## config.mk

```make
export PLATFORM = sky130hd
export DESIGN_NAME = rud_cell
export DESIGN_NICKNAME = d
export VERILOG_FILES = /design/src/rtl/rud_pkg.sv /design/src/rtl/rud_cell.sv
export SDC_FILE = /design/constraint.sdc
export NUM_CORES = 1
export LEC_CHECK = 0
export BUFFER_PORTS_ARGS = -buffer_cell sky130_fd_sc_hd__buf_2
export CORE_MARGIN = 1.5
export CORE_UTILIZATION = 38
export CTS_CLUSTER_DIAMETER = 40
export DETAILED_ROUTE_END_ITERATION = 12
export GPL_ROUTABILITY_DRIVEN = 0
export SYNTH_ARGS = -nofsm -noshare
export SYNTH_HDL_FRONTEND = slang
export SYNTH_SLANG_ARGS = --single-unit
```

## constraint.sdc

```tcl
create_clock -name clk -period 7.14 [get_ports clk]
set_clock_uncertainty 0.2 [all_clocks]
set_input_delay 1.785 -clock clk [delete_from_list [all_inputs] [get_ports clk]]
set_output_delay 1.785 -clock clk [all_outputs]
set_load 0.03 [all_outputs]
```

## src/rtl/rud_pkg.sv

```systemverilog
// Shared widths and pipeline types for the restoring unsigned divider.
`timescale 1ns / 1ps

package rud_pkg;

  localparam int DATA_WIDTH  = 64;
  localparam int FIELD_WIDTH = 64;

  typedef struct packed {
    logic [DATA_WIDTH-1:0] rem;
    logic [DATA_WIDTH-1:0] nq;
    logic [DATA_WIDTH-1:0] den;
  } stage_t;

  typedef struct packed {
    logic [DATA_WIDTH-1:0] quotient;
    logic [DATA_WIDTH-1:0] remainder;
  } result_t;

  localparam logic [1:0] BUF_EMPTY = 2'd0;
  localparam logic [1:0] BUF_ONE   = 2'd1;
  localparam logic [1:0] BUF_FULL  = 2'd2;

endpackage

```

## src/rtl/rud_cell.sv

```systemverilog
// One restoring division step with its pipeline register.
`timescale 1ns / 1ps

module rud_cell
  import rud_pkg::*;
(
  input  logic   clk,
  input  logic   rst,
  input  logic   adv,
  input  logic   valid_in,
  input  stage_t data_in,
  output logic   valid_out,
  output stage_t data_out
);

  logic                  carry;
  logic [DATA_WIDTH-1:0] shifted;
  logic [DATA_WIDTH+1:0] diff;
  logic                  take;
  stage_t                data_next;

  always_comb begin
    carry   = data_in.rem[DATA_WIDTH-1];
    shifted = {data_in.rem[DATA_WIDTH-2:0], data_in.nq[DATA_WIDTH-1]};
    diff    = {1'b0, carry, shifted} - {2'b00, data_in.den};
    take    = ~diff[DATA_WIDTH+1];
    data_next.rem = take ? diff[DATA_WIDTH-1:0] : shifted;
    // dividend bits leave at the top, quotient bits enter at the bottom
    data_next.nq  = {data_in.nq[DATA_WIDTH-2:0], take};
    data_next.den = data_in.den;
  end

  always_ff @(posedge clk) begin
    if (rst) begin
      valid_out <= 1'b0;
    end else if (adv) begin
      valid_out <= valid_in;
    end
  end

  always_ff @(posedge clk) begin
    if (adv) begin
      data_out <= data_next;
    end
  end

endmodule

```

After elaboration in Yosys (flattened, before gate mapping)

Index checks and enable logic that the tools add are counted.

Flip-flop bits (word level): 193
Bits in latches: 0
Memory bits (writable): 0
Memory bits (read-only): 0
Output and inout bits: 193
Word-level logic and storage cells: 7
Memories: 0

Add/subtract/negate cells: 1
Multiply operators: 0
Divide/modulo/power cells: 0
$lt $le $gt $ge: 0
Equality and inequality tests: 0
Shift operators: 0
Muxes and demuxes: 1
Bitwise operators: 1
Reductions and logical operators: 0

Operators by type and width:

| operator       | number |
|---|---|
| $sub 65x64->66 | 1 |
| $mux 64        | 1 |
| $not 1->1      | 1 |

Logic depth before layout (Yosys ltp)

Depth in word-level cells: 2
Depth in mapped cells: 14
Mapped depth without buffers: 14

Least setup slack after synthesis

OpenSTA, ideal clock, no wires.

Kind: input port to flip-flop
Start: in data_in[127] (netlist bit)
End: reg data_out[184] (netlist bit) (data pin)
Arrival time: 4.506 ns
Data required time: 6.684 ns
Slack: 2.178 ns
Cell stages on the path: 14
Cells stage by stage: inv_1 -> ha_1 -> inv_1 -> fa_1 -> a21o_1 -> a31oi_1 -> o22ai_1 -> o2111ai_1 -> a211oi_1 -> nor3_1 -> nor2_1 -> a41o_1 -> or4_1 -> a41o_1

RTL lines:

| item                   | RTL line       | text |
|---|---|---|
| start: declaration     | rud_cell.sv:11 | `input stage_t data_in,` |
| end signal: assignment | rud_cell.sv:43 | `data_out <= data_next;` |
| end: declaration       | rud_cell.sv:13 | `output stage_t data_out` |

==> results.sh <==
export IMPL_slowest_stage="o2111ai_1"
export IMPL_maxSlewHeadroom_pct=49.5
export IMPL_final_cell_mix="buf_2, edfxtp_1, a21oi_1"
export IMPL_n_fill_cell=2506
export IMPL_drive_gt1_share_pct=33.3
export IMPL_synth_nets=1184
export IMPL_postCtsHoldBufs=0
export IMPL_rsz0062_at_grt="false"
export IMPL_vias=8451
export IMPL_worst_slew_pin_slew_ns=0.757
export IMPL_path_cells="buf_2 > inv_1 > ha_1 > inv_1 > fa_1 > a21o_1 > a31oi_1 > o22ai_1 > o2111ai_1 > a211oi_1 > nor3_1 > nor2_1 > a41o_1 > or4_1 > a41o_1"
export IMPL_via_per_inst=5.08
export IMPL_hold_viol=0
export IMPL_ant_nets=0
export IMPL_cpPeakStageDelay_ns=0.48
export IMPL_finalCritPeriodShare_pct=78.1
export IMPL_ctsRootBufferMaster="clkbuf_16"
export IMPL_crit_required_ns=7.12
export IMPL_wl_um=29500
export IMPL_cap_violations=0
export IMPL_hold_path_class="reg -> reg"
export IMPL_p_leak_nw=5.91
export IMPL_area_growth_pct=28.1
export IMPL_core_area_um2=26800
export IMPL_status="finished, final reports clean"
export IMPL_cts_buffer_depth=2
export IMPL_hpwl_um=23100
export IMPL_cts_sinks=193
export IMPL_busiest_layer="met2"
export IMPL_cts_buffers=17
export IMPL_grt_overflow=0
export IMPL_crit_fanout=3
export IMPL_gr_usage_met2_pct=36.6
export IMPL_antenna_found_initial=5
export IMPL_wl_per_cell_um=17.7
export IMPL_htreeDepth=4
export IMPL_grt_first_pass_wirelength_um=44900
export IMPL_grt_pass1_vias=8415
export IMPL_crit_family="compound AO/OA/AOI/OAI gates"
export IMPL_period_minus_slack_ns=5.57
export IMPL_worstPathArrival_ns=5.56
export IMPL_drt_iter0_drc=415
export IMPL_seq_area_frac_synth_pct=55.9
export IMPL_path_clk_slew_ns=0.08
export IMPL_synth_flop_cell="edfxtp_1"
export IMPL_dr_pass1_iters=6
export IMPL_critPathBufInv=3
export IMPL_grt_util_all_layers_pct=20.5
export IMPL_vdd_drop_max_v=0.000118
export IMPL_rows=60
export IMPL_drc=0
export IMPL_synth_edf_count=192
export IMPL_finalMaxSlewViolations=0
export IMPL_clk_latency_ns=0.43
export IMPL_boundaryPins=389
export IMPL_finalSetupViolCount=0
export IMPL_die_area_um2=28200
export IMPL_final_common_cell="buf_2"
export IMPL_syn_avg_cell_area_um2=11.2
export IMPL_cts_tree="yes"
export IMPL_async_reset_ff_share_pct=0
export IMPL_die_w_um=168
export IMPL_die_h_um=168
export IMPL_synth_area_um2=10300
export IMPL_cts_resized=0
export IMPL_fin_setup_tns_ns=0
export IMPL_fmax_ghz=0.179
export IMPL_worstSetupPathType="in -> reg"
export IMPL_netlist_instances=923
export IMPL_grt_use_met3_pct=5.88
export IMPL_power_density_nw_per_um2=250
export IMPL_layout_nets=1571
export IMPL_initial_core_util_pct=38.6
export IMPL_cp_start_kind="input pin"
export IMPL_cts_setup_buffers=0
export IMPL_endpoint_kind="flop"
export IMPL_ys_seq_elements=193
export IMPL_grt_max_degree=109
export IMPL_synth_warning_count=0
export IMPL_yosysUniqueCellTypes=65
export IMPL_port_buffers=388
export IMPL_use_met1_pct=23.8
export IMPL_utilization_pct=49.5
==> layout make-up <==
| class | instances | area [um2] | share of cell area, % |
|---|---|---|---|
| well taps | 341 | 427 | 3.22 |
| flip-flops and latches | 193 | 5790 | 43.6 |
| repair buffers | 391 | 1990 | 15.0 |
| multi-input cells | 621 | 4130 | 31.1 |
| clock buffers | 17 | 425 | 3.21 |
| diodes | 1 | 2.50 | 0.0189 |
| clock inverters | 15 | 181 | 1.37 |
| inverters | 86 | 323 | 2.43 |
==> kinds of logic (layout without fill, tap and decap cells) <==
logic type      after synthesis  count (layout)  share of synthesized area [%]
other cells                   0               1                              0
flops                       193             193                           55.9
fa+ha+maj                    65              65                           7.93
xor+xnor                     57              57                           4.82
simple gates                221             221                           9.43
compound gates              266             266                           16.4
mux                          12              12                           1.29
buf+inv                     109             509                           4.18
==> layer usage <==
metal	vias to the layer above	routed length (um)
li1	4171	-
met1	3939	11800
met2	298	14800
met3	35	2280
met4	8	532
met5	-	46
==> power breakdown <==
part / internal (W) / total (W) / switching, W / leakage, nW
logic: 0.000300 / 0.000910 / 0.000610 / 3.73
registers: 0.00139 / 0.00142 / 0.0000267 / 1.89
clock network: 0.000481 / 0.000983 / 0.000502 / 0.296
==> synthesized netlist by cell type (3+ instances only) <==
cell | count | area (um2)
edfxtp_1 | 192 | 5770
a21oi_1 | 130 | 651
nor2_1 | 92 | 345
inv_1 | 86 | 323
nand2_1 | 66 | 248
ha_1 | 64 | 801
xnor2_1 | 36 | 315
o21ai_0 | 27 | 135
a21o_1 | 22 | 165
xor2_1 | 21 | 184
o21bai_1 | 14 | 105
buf_2 | 13 | 65.1
nand3_1 | 13 | 65.1
nand4_1 | 12 | 75.1
mux2_1 | 11 | 124
clkbuf_1 | 8 | 30.0
a211oi_1 | 7 | 52.6
a31oi_1 | 7 | 43.8
o21a_1 | 7 | 52.6
a41o_1 | 5 | 50.1
nor2b_1 | 5 | 31.3
nor3_1 | 5 | 25.0
and3_1 | 4 | 25.0
nand2b_1 | 4 | 25.0
o211ai_1 | 4 | 30.0
o221ai_1 | 4 | 35.0
or3_1 | 4 | 25.0
a221o_1 | 3 | 30.0
and2_1 | 3 | 18.8
nor4_1 | 3 | 18.8
o21ai_1 | 3 | 15.0
o31a_1 | 3 | 26.3
or2_2 | 3 | 18.8
==> worst min-delay path, delay by kind of cell (launching register included) <==
kind	cells	cell delay, ns
flops	1	0.34
simple gates	1	0.08
mux	1	0.07
==> registers in the layout, summed over array words and instances (netlist names) <==
| name | cells |
|---|---|
| data_out | 192 |
| valid_out | 1 |
==> per-stage QoR <==
stage                     std cells  cell area [um2]  worst slack (ns)  hold WS (ns)  total power (W)
after CTS                      1664            13300              1.66         0.318          0.00336
after global routing           1664            13300              1.35         0.347          0.00347
after global placement         1632            12600              1.28         0.276          0.00235
after floorplan                 923            10300              2.18         0.430          0.00206
after detailed placement       1632            12600              1.21         0.293          0.00236
final                          1665            13300              1.57         0.311          0.00331
==> worst paths after layout <==
check | startpoint | to | slack [ns] | cells past startpoint
worst max-delay path | data_in[127] | data_out[184] | 1.57 | 15
worst min-delay path | valid_out | valid_out | 0.31 | 2
worst max register to register | valid_out | valid_out | 6.35 | 2
worst min register to register | valid_out | valid_out | 0.31 | 2
Note: power is estimated with default switching activity, not from simulation.
