File: src/rtl/rud_pkg.sv
// Shared widths and pipeline types for the restoring unsigned divider.
`timescale 1ns / 1ps

package rud_pkg;

  localparam int DATA_WIDTH  = 64;
  localparam int FIELD_WIDTH = 64;

  typedef struct packed {
    logic [DATA_WIDTH-1:0] rem;
    logic [DATA_WIDTH-1:0] nq;
    logic [DATA_WIDTH-1:0] den;
  } stage_t;

  typedef struct packed {
    logic [DATA_WIDTH-1:0] quotient;
    logic [DATA_WIDTH-1:0] remainder;
  } result_t;

  localparam logic [1:0] BUF_EMPTY = 2'd0;
  localparam logic [1:0] BUF_ONE   = 2'd1;
  localparam logic [1:0] BUF_FULL  = 2'd2;

endpackage

File: src/rtl/rud_outbuf.sv
// Two-entry result buffer that decouples the cell chain from the result stall.
`timescale 1ns / 1ps

module rud_outbuf
  import rud_pkg::*;
(
  input  logic    clk,
  input  logic    rst,
  input  logic    push,
  input  result_t push_data,
  input  logic    res_stall,
  output logic    res_valid,
  output result_t res_data,
  output logic    full
);

  logic [1:0] count;
  logic [1:0] count_next;
  result_t    e0;
  result_t    e1;
  logic       pop;

  assign res_valid = (count != BUF_EMPTY);
  assign pop       = res_valid && !res_stall;
  assign full      = (count == BUF_FULL);
  assign res_data  = e0;

  always_comb begin
    count_next = count;
    if (push && !pop) begin
      count_next = count + 2'd1;
    end else if (pop && !push) begin
      count_next = count - 2'd1;
    end
  end

  always_ff @(posedge clk) begin
    if (rst) begin
      count <= BUF_EMPTY;
    end else begin
      count <= count_next;
    end
  end

  always_ff @(posedge clk) begin
    if (pop) begin
      if (push) begin
        e0 <= push_data;
      end else begin
        e0 <= e1;
      end
    end else if (push) begin
      if (count == BUF_EMPTY) begin
        e0 <= push_data;
      end else begin
        e1 <= push_data;
      end
    end
  end

`ifndef SYNTHESIS
  a_full_holds: assert property (@(posedge clk) disable iff (rst)
    (count == BUF_FULL && !pop) |=> (count == BUF_FULL))
    else $error("result buffer lost an entry while stalled");

  a_drain_one: assert property (@(posedge clk) disable iff (rst)
    (count == BUF_ONE && pop && !push) |=> !res_valid)
    else $error("result buffer did not empty after last transaction");

  a_shift_up: assert property (@(posedge clk) disable iff (rst)
    (count == BUF_FULL && pop) |=> (res_data == $past(e1)))
    else $error("second entry not moved to head after transaction");
`endif

endmodule

File: config.mk
export PLATFORM = sky130hd
export DESIGN_NAME = rud_outbuf
export DESIGN_NICKNAME = d
export VERILOG_FILES = /design/src/rtl/rud_pkg.sv /design/src/rtl/rud_outbuf.sv
export SDC_FILE = /design/constraint.sdc
export NUM_CORES = 1
export LEC_CHECK = 0
export BUFFER_PORTS_ARGS = -buffer_cell sky130_fd_sc_hd__buf_4
export CAP_MARGIN = 20
export CORE_MARGIN = 4
export CORE_UTILIZATION = 25
export CTS_BUF_LIST = sky130_fd_sc_hd__clkbuf_2 sky130_fd_sc_hd__clkbuf_4 sky130_fd_sc_hd__clkbuf_8
export DETAILED_ROUTE_END_ITERATION = 10
export PLACE_DENSITY_LB_ADDON = 0.08
export SETUP_SLACK_MARGIN = 0.1
export SKIP_CTS_REPAIR_TIMING = 1
export SYNTH_ARGS = -nofsm -noshare
export SYNTH_HDL_FRONTEND = slang
export SYNTH_SLANG_ARGS = --single-unit
File: constraint.sdc
create_clock -name clk -period 10.3 [get_ports clk]
set_clock_uncertainty 0.1 [all_clocks]
set_input_delay 1.03 -clock clk [delete_from_list [all_inputs] [get_ports clk]]
set_output_delay 1.03 -clock clk [all_outputs]
set_load 0.02 [all_outputs]
After elaboration in Yosys (flattened, before gate mapping)
Cells that the tools add are included.
- bits in registers: 258
- latch bits: 0
- memory bits (writable): 0
- bits in read-only memories: 0
- input bits: 132
- output and inout bits: 130
- logic and storage cells: 29
- memories: 0
- add/subtract/negate cells: 2
- $mul: 0
- divide/modulo/power cells: 0
- order comparisons: 0
- eq/ne operators: 1
- shift operators: 0
- mux-type cells: 6
- bitwise logic cells: 2
- reductions and logical operators: 13
- operators by type and width (operator ; number):
    2-to-1 mux 128 bit ; 4
    nonzero test 2 bit ; 4
    2-to-1 mux 2 bit ; 2
    logical AND 1 bit ; 3
    logical NOT 1 bit ; 3
    AND reduction 3 bit ; 1
    adder 2 x 1 -> 2 bit, second input constant ; 1
    equality test 2 bit, second input constant ; 1
    logical NOT 2 bit ; 1
    NOT 1 bit ; 2
    AND reduction 2 bit ; 1
    subtractor 2 x 1 -> 2 bit, second input constant ; 1

Depth between registers and ports, before layout
Gate-level depths: netlist (run 1).
- depth in word-level cells: 5
- depth in mapped cells: 5
- gate-level depth less buffers: 5

Worst setup path after synthesis (run 1)
Ideal clock, no wire load.
- kind: in2reg
- start point: input port push
- end point: register e0 (netlist bit res_data[0]) (enable)
- setup time: 0.658 ns
- data arrival time: 7.245 ns
- required time: 9.542 ns
- setup slack: 2.297 ns
- stages: 2
- buffers on the path: 0
- cell sequence: nor2_1 a21oi_1
- cells in the longest elaborated chain, start to end: 2
- RTL lines (item ; RTL line ; text):
    start, declared ; rud_outbuf.sv:9 ; input logic push,
    nonzero test 2 bit (no source line) ; - ;
    AND reduction 2 bit (no source line) ; - ;
    end signal, assigned ; rud_outbuf.sv:48 ; e0 <= push_data;
    end signal, assigned ; rud_outbuf.sv:54 ; e0 <= push_data;
    end, declared ; rud_outbuf.sv:19 ; result_t e0;
No other way between the ends.
A chain may end at the register's enable or synchronous reset.

Final worst setup path (run 1)
- start point: register count[0]
- end point: register e0 (netlist bit res_data[74]) (enable)
- cells in the longest elaborated chain, start to end: 4
- elaborated cells on any way between the ends: 6
- those cells by class: reduce/logical: 6
- RTL lines (item ; RTL line ; text):
    start, declared ; rud_outbuf.sv:17 ; logic [1:0] count;
    start signal, assigned ; rud_outbuf.sv:41 ; count <= count_next;
    nonzero test 2 bit ; rud_outbuf.sv:23 ; assign res_valid = (count != BUF_EMPTY);
    logical AND 1 bit ; rud_outbuf.sv:24 ; assign pop = res_valid && !res_stall;
    nonzero test 2 bit (no source line) ; - ;
    AND reduction 2 bit (no source line) (*) ; - ;
Every way passes the cells marked *; elsewhere a longest branch is shown, timed or not.

==> flow_metrics.tcl, run 1 <==
set metrics [dict create \
    outcome "complete, no violations" \
    syn_area_sq_um 9990 \
    cap_viol_max_count 0 \
    synth_area_per_cell_sq_um 24.1 \
    grt_overflow 0 \
    worst_setup_path_start_kind "flop" \
    finalSetupTns_ns 0 \
    crit_type "reg -> reg" \
    slew_headroom_pct 35.1 \
    min_period_ns 2.71 \
    crit_arrival_ns 2.79 \
    max_stage_delay_ns 0.79 \
    timing.fmax_mhz 369 \
    cp.required_ns 10.39 \
    multi_input_area_sq_um 2010 \
    finalNonFillerCells 1264 \
    clk_latency_ns 0.57 \
    grt_first_pass_wirelength_mm 34.7 \
    placement_rows 72 \
    slowest_stage "buf_4" \
    worst-path-stages 4 \
    gp_congestion 0.694 \
    fp.dieW_um 208 \
    grt_max_degree 100 \
    cp_cell_sequence "or2_2 > a21oi_4 > buf_4 > buf_4" \
    synth_nets 547 \
    grt_usage_pct 10.4 \
    post-route-period-util_pct 26.3 \
    cts_buffer_depth 3 \
    ant_nets 0 \
    r2r_cells 4 \
    worstHoldPathType "reg -> reg" \
    htree_num_levels 2 \
    antenna_found_initial 0 \
    clk_pin_slew_ns 0.05 \
    layout-drive-gt1-share_pct 63.7 \
    tightest_slew_ns 0.973 \
    cpMostUsedCell "buf_4" \
    dp.cells 1185 \
    die_h_um 208 \
    coreArea_sq_um 39100 \
    synthCells 414 \
    drt_first_pass_iters 4 \
    port_buffers 261 \
    start_util_pct 25.6 \
    hold_start "count[1]$_SDFFE_PP0P_" \
    drtIter0Drc 146 \
    path_delay_family "buffers and inverters" \
    drv_slew 0 \
    yosysWarnings 0 \
    path_buf_inv 2 \
    leakage_nw 5.15 \
    routed_wl_mm 23.2 \
    ys_seq_area_share_pct 77.3 \
    grt_pass1_vias 5482 \
    startpoint "count[0]$_SDFFE_PP0P_" \
    yosys_register_bits 258 \
    cts_buffers 48 \
    pin_count 262 \
    regArea_sq_um 7730 \
    grt_setup_unrepaired "no" \
    cts_root_buf "clkbuf_8" \
    yosysUniqueCellTypes 17 \
    most-common-layout-cells "buf_4 (265), edfxtp_1 (256), mux2_4 (120)" \
    final_common_cell "buf_4" \
    drc_errors 0 \
    worstReg2RegStart "count[0]$_SDFFE_PP0P_" \
    dr_total_vias 4936 \
    clock-sinks 258 \
    powerDensity_nw_per_um2 276 \
    wire_per_inst_um 18.3 \
    hold_viol_final 0 \
    setup_viol 0 \
    cp_max_fo 67 \
    num_antenna_cells 0 \
    ir_drop_uv 156 \
    fillers 3806 \
    cts_tree "yes" \
    holdPathStages 2 \
    place_hpwl_mm 15.1 \
    nets 851 \
    worst_setup_path_end_kind "flop" \
    die_area_sq_um 43200 \
    syn_to_final_growth_pct 33.4 \
    viasPerCell 3.91 \
]
## layout make-up
type | count | area share [%]
tap | 518 | 4.86
clock inverter | 9 | 0.479
multi-input combinational | 142 | 15.1
sequential | 258 | 58.0
clock buffer | 69 | 6.18
timing repair buffer | 268 | 15.4
## power by group
group / switching [mW] / internal (mW) / leakage (nW)
clock network: 0.416 / 0.532 / 0.478
registers: 0.0865 / 1.55 / 2.45
logic: 0.644 / 0.450 / 2.22
total: 1.15 / 2.53 / 5.15
## Yosys cell counts (all sizes together)
cell	instances	area, sq um
and2b	1	8.76
o21ai	1	5.00
edfxtp	256	7690
xor2	2	17.5
dfxtp	2	40.0
o21bai	1	11.3
mux2	128	1890
a21oi	2	10.0
nor2	3	18.8
or2	1	6.26
buf	14	272
ha	1	12.5
and3	1	6.26
or3	1	6.26
## stage by stage
step,instance area (sq um),hold WS (ns),worst slack [ns],total power [mW],util (%)
floorplan,9990,0.380,2.30,2.36,-
global placement,12400,0.417,6.48,2.78,31.7
detailed placement,12400,0.422,6.80,2.79,31.8
CTS,13300,0.431,7.30,3.78,34.0
global route,13300,0.452,7.38,3.88,34.1
finish,13300,0.430,7.59,3.68,34.1
## flip-flops by register name, summed over array words and instances (netlist names)
| signal | cells |
|---|---|
| res_data | 128 |
| e1 | 128 |
| count | 2 |
## logic make-up after synthesis
| group | count (synthesis) | synth area share (%) |
|---|---|---|
| flops | 258 | 77.3 |
| mux | 128 | 18.9 |
| buf+inv | 14 | 2.72 |
| simple gates | 7 | 0.463 |
| compound gates | 4 | 0.263 |
| xor+xnor | 2 | 0.175 |
| fa+ha+maj | 1 | 0.125 |
## metal layers
metal	wire [um]	up-vias	part of all wire, %	track usage (%)
met2	11300	177	49	16.8
li1	-	2263	-	-
met1	9060	2451	39	11.7
met4	637	0	2.7	4.60
met5	0	-	0	0
met3	2190	45	9.5	5.12
## final timing paths
path | end | slack, ns
setup / recovery | res_data[74]$_DFFE_PP_ | 7.59
hold reg to reg | count[1]$_SDFFE_PP0P_ | 0.43
hold / removal | count[1]$_SDFFE_PP0P_ | 0.43
setup reg to reg | res_data[74]$_DFFE_PP_ | 7.59
## tightest hold or removal path, stage by stage, from the launching register on
cell and delay (ns):
dfxtp_1 0.34, o21ai_0 0.08, a21oi_1 0.07
(Power assumes the default switching activity.)
==> inputs of run 2 (changes only) <==
- clock period: 10.3 -> 2.5 ns (I/O delays scaled with it)
==> flow_metrics.tcl, run 2 (synthesized netlist as in run 1, its figures left out) <==
set metrics [dict create \
    pre_cts_slack_ns 0.554 \
    drc_errors 0 \
    place_hpwl_mm 16.2 \
    r2r-end "e1[109]$_DFFE_PP_" \
    grt_first_pass_wirelength_mm 34.9 \
    most-common-layout-cells "buf_4 (269), edfxtp_1 (256), dlygate4sd3_1 (129)" \
    cp.required_ns 2.66 \
    setup_viol 0 \
    finalNonFillerCells 1411 \
    drtIter0Drc 183 \
    dp.cells 1195 \
    worst_setup_path_end_kind "flop" \
    cp_max_fo 27 \
    syn_to_final_growth_pct 48.0 \
    fin_hold_ws_ns 0.0749 \
    die_area_sq_um 43200 \
    worstReg2RegStart "count[0]$_SDFFE_PP0P_" \
    clock-sinks 258 \
    cts_buffer_depth 3 \
    antenna_found_initial 0 \
    dr_total_vias 5455 \
    cts_buffers 47 \
    tightest_slew_ns 0.504 \
    worst_setup_path_start_kind "flop" \
    top_layer_used "met4" \
    outcome "complete, no violations" \
    r2r_cells 3 \
    ant_nets 0 \
    finalInstanceArea_sq_um 14800 \
    num_antenna_cells 0 \
    wl_met1_mm 10.8 \
    ir_drop_uv 569 \
    worstHoldPathType "in -> reg" \
    leakage_nw 5.77 \
    power_mw 15.6 \
    intPower_mw 10.7 \
    grt_pass1_vias 5540 \
    pwr-share-comb_pct 31.4 \
    switching_share_pct 31.5 \
    clk_latency_ns 0.58 \
    min_to "count[0]$_SDFFE_PP0P_" \
    route.met2.wl_mm 11.2 \
    holdPathStages 4 \
    htree_num_levels 2 \
    coreArea_sq_um 39100 \
    switchingPower_mw 4.91 \
    min_period_ns 1.81 \
    routed_wl_mm 24.3 \
    seq_power_share_pct 43.0 \
    max_stage_delay_ns 0.53 \
    place_area_sq_um 12600 \
    fp.dieW_um 208 \
    grt_overflow 0 \
    layout_setup_ws_ns 0.689 \
    pin_count 262 \
    pwr-share-clk_pct 25.6 \
    viasPerCell 3.87 \
    start_util_pct 25.6 \
    crit_arrival_ns 1.98 \
    drt_first_pass_iters 4 \
    cap_viol_max_count 0 \
    cts_tree "yes" \
    die_h_um 208 \
    hold_start "push" \
    drv_slew 0 \
    slowest_stage "and3_4" \
    reg2reg_slack_ns 0.69 \
    clk_pin_slew_ns 0.05 \
    wire_per_inst_um 17.2 \
    powerDensity_nw_per_um2 1050 \
    slew_headroom_pct 66.4 \
    gp_congestion 0.709 \
    grt_usage_pct 10.6 \
    hold_viol_final 0 \
    placement_rows 72 \
    layout-drive-gt1-share_pct 54.4 \
    grt_max_degree 50 \
    wl_met3_mm 1.67 \
    grt_setup_unrepaired "no" \
    cts_root_buf "clkbuf_8" \
    cp_cell_sequence "or2_4 > and3_4 > buf_4" \
    post-route-period-util_pct 72.5 \
    port_buffers 261 \
    nets 988 \
    crit_type "reg -> reg" \
    final_common_cell "buf_4" \
    timing.fmax_mhz 552 \
    fillers 3682 \
]
## run 2: cell count changes in the layout (fill, tap and decap cells not counted), sizes merged
cell / change
clkinv: +12
clkbuf: -6
bufinv: +1
inv: +1
clkinvlp: +1
dlygate4sd3: +129
buf: +9
## run 2: stage by stage
| stage | setup TNS (ns) | util, % |
|---|---|---|
| after floorplan | -131.42 | - |
| after global placement | 0 | 32.2 |
| after detailed placement | 0 | 32.2 |
| after CTS | 0 | 34.5 |
| after global routing | 0 | 37.8 |
| final | 0 | 37.8 |
## run 2: power by group through the flow
stage	Clock, mW	Combinational [mW]	Sequential (mW)
6_report	3.99	4.90	6.71
5_1_grt	4.41	5.18	6.83
4_1_cts	4.22	4.86	6.74
3_5_place_dp	0	4.85	6.81
3_3_place_gp	0	4.81	6.80
2_1_floorplan	0	1.58	7.95
## run 2: layer usage
layer,up-vias,track usage (%)
li1,2552,-
met1,2667,13.3
met2,185,16.2
met3,51,4.67
met4,0,3.71
met5,-,0
## run 2: critical path, delay by kind of cell, from the launching register on
kind,cells,cell delay [ns]
flops,1,0.38
simple gates,2,0.70
buf+inv,1,0.32
## run 2: worst max path at each step
stage / slack [ns] / from / cells past startpoint / to
5_1_grt: 0.60 / count[0]$_SDFFE_PP0P_ / 3 / e1[109]$_DFFE_PP_
6_report: 0.69 / count[0]$_SDFFE_PP0P_ / 3 / e1[109]$_DFFE_PP_
4_1_cts: 0.64 / count[0]$_SDFFE_PP0P_ / 3 / e1[109]$_DFFE_PP_
3_5_place_dp: 0.55 / res_stall / 6 / res_data[67]$_DFFE_PP_
2_1_floorplan: -0.82 / count[1]$_SDFFE_PP0P_ / 2 / res_data[0]$_DFFE_PP_
3_3_place_gp: 0.56 / res_stall / 6 / res_data[36]$_DFFE_PP_
## run 2: layout make-up
cell class | instances | area [sq um] | share of cell area (%)
sequential | 258 | 7730 | 52.2
tap | 518 | 648 | 4.38
clock buffer | 63 | 773 | 5.23
timing repair buffer | 406 | 3470 | 23.5
clock inverter | 24 | 159 | 1.07
multi-input combinational | 142 | 2010 | 13.6
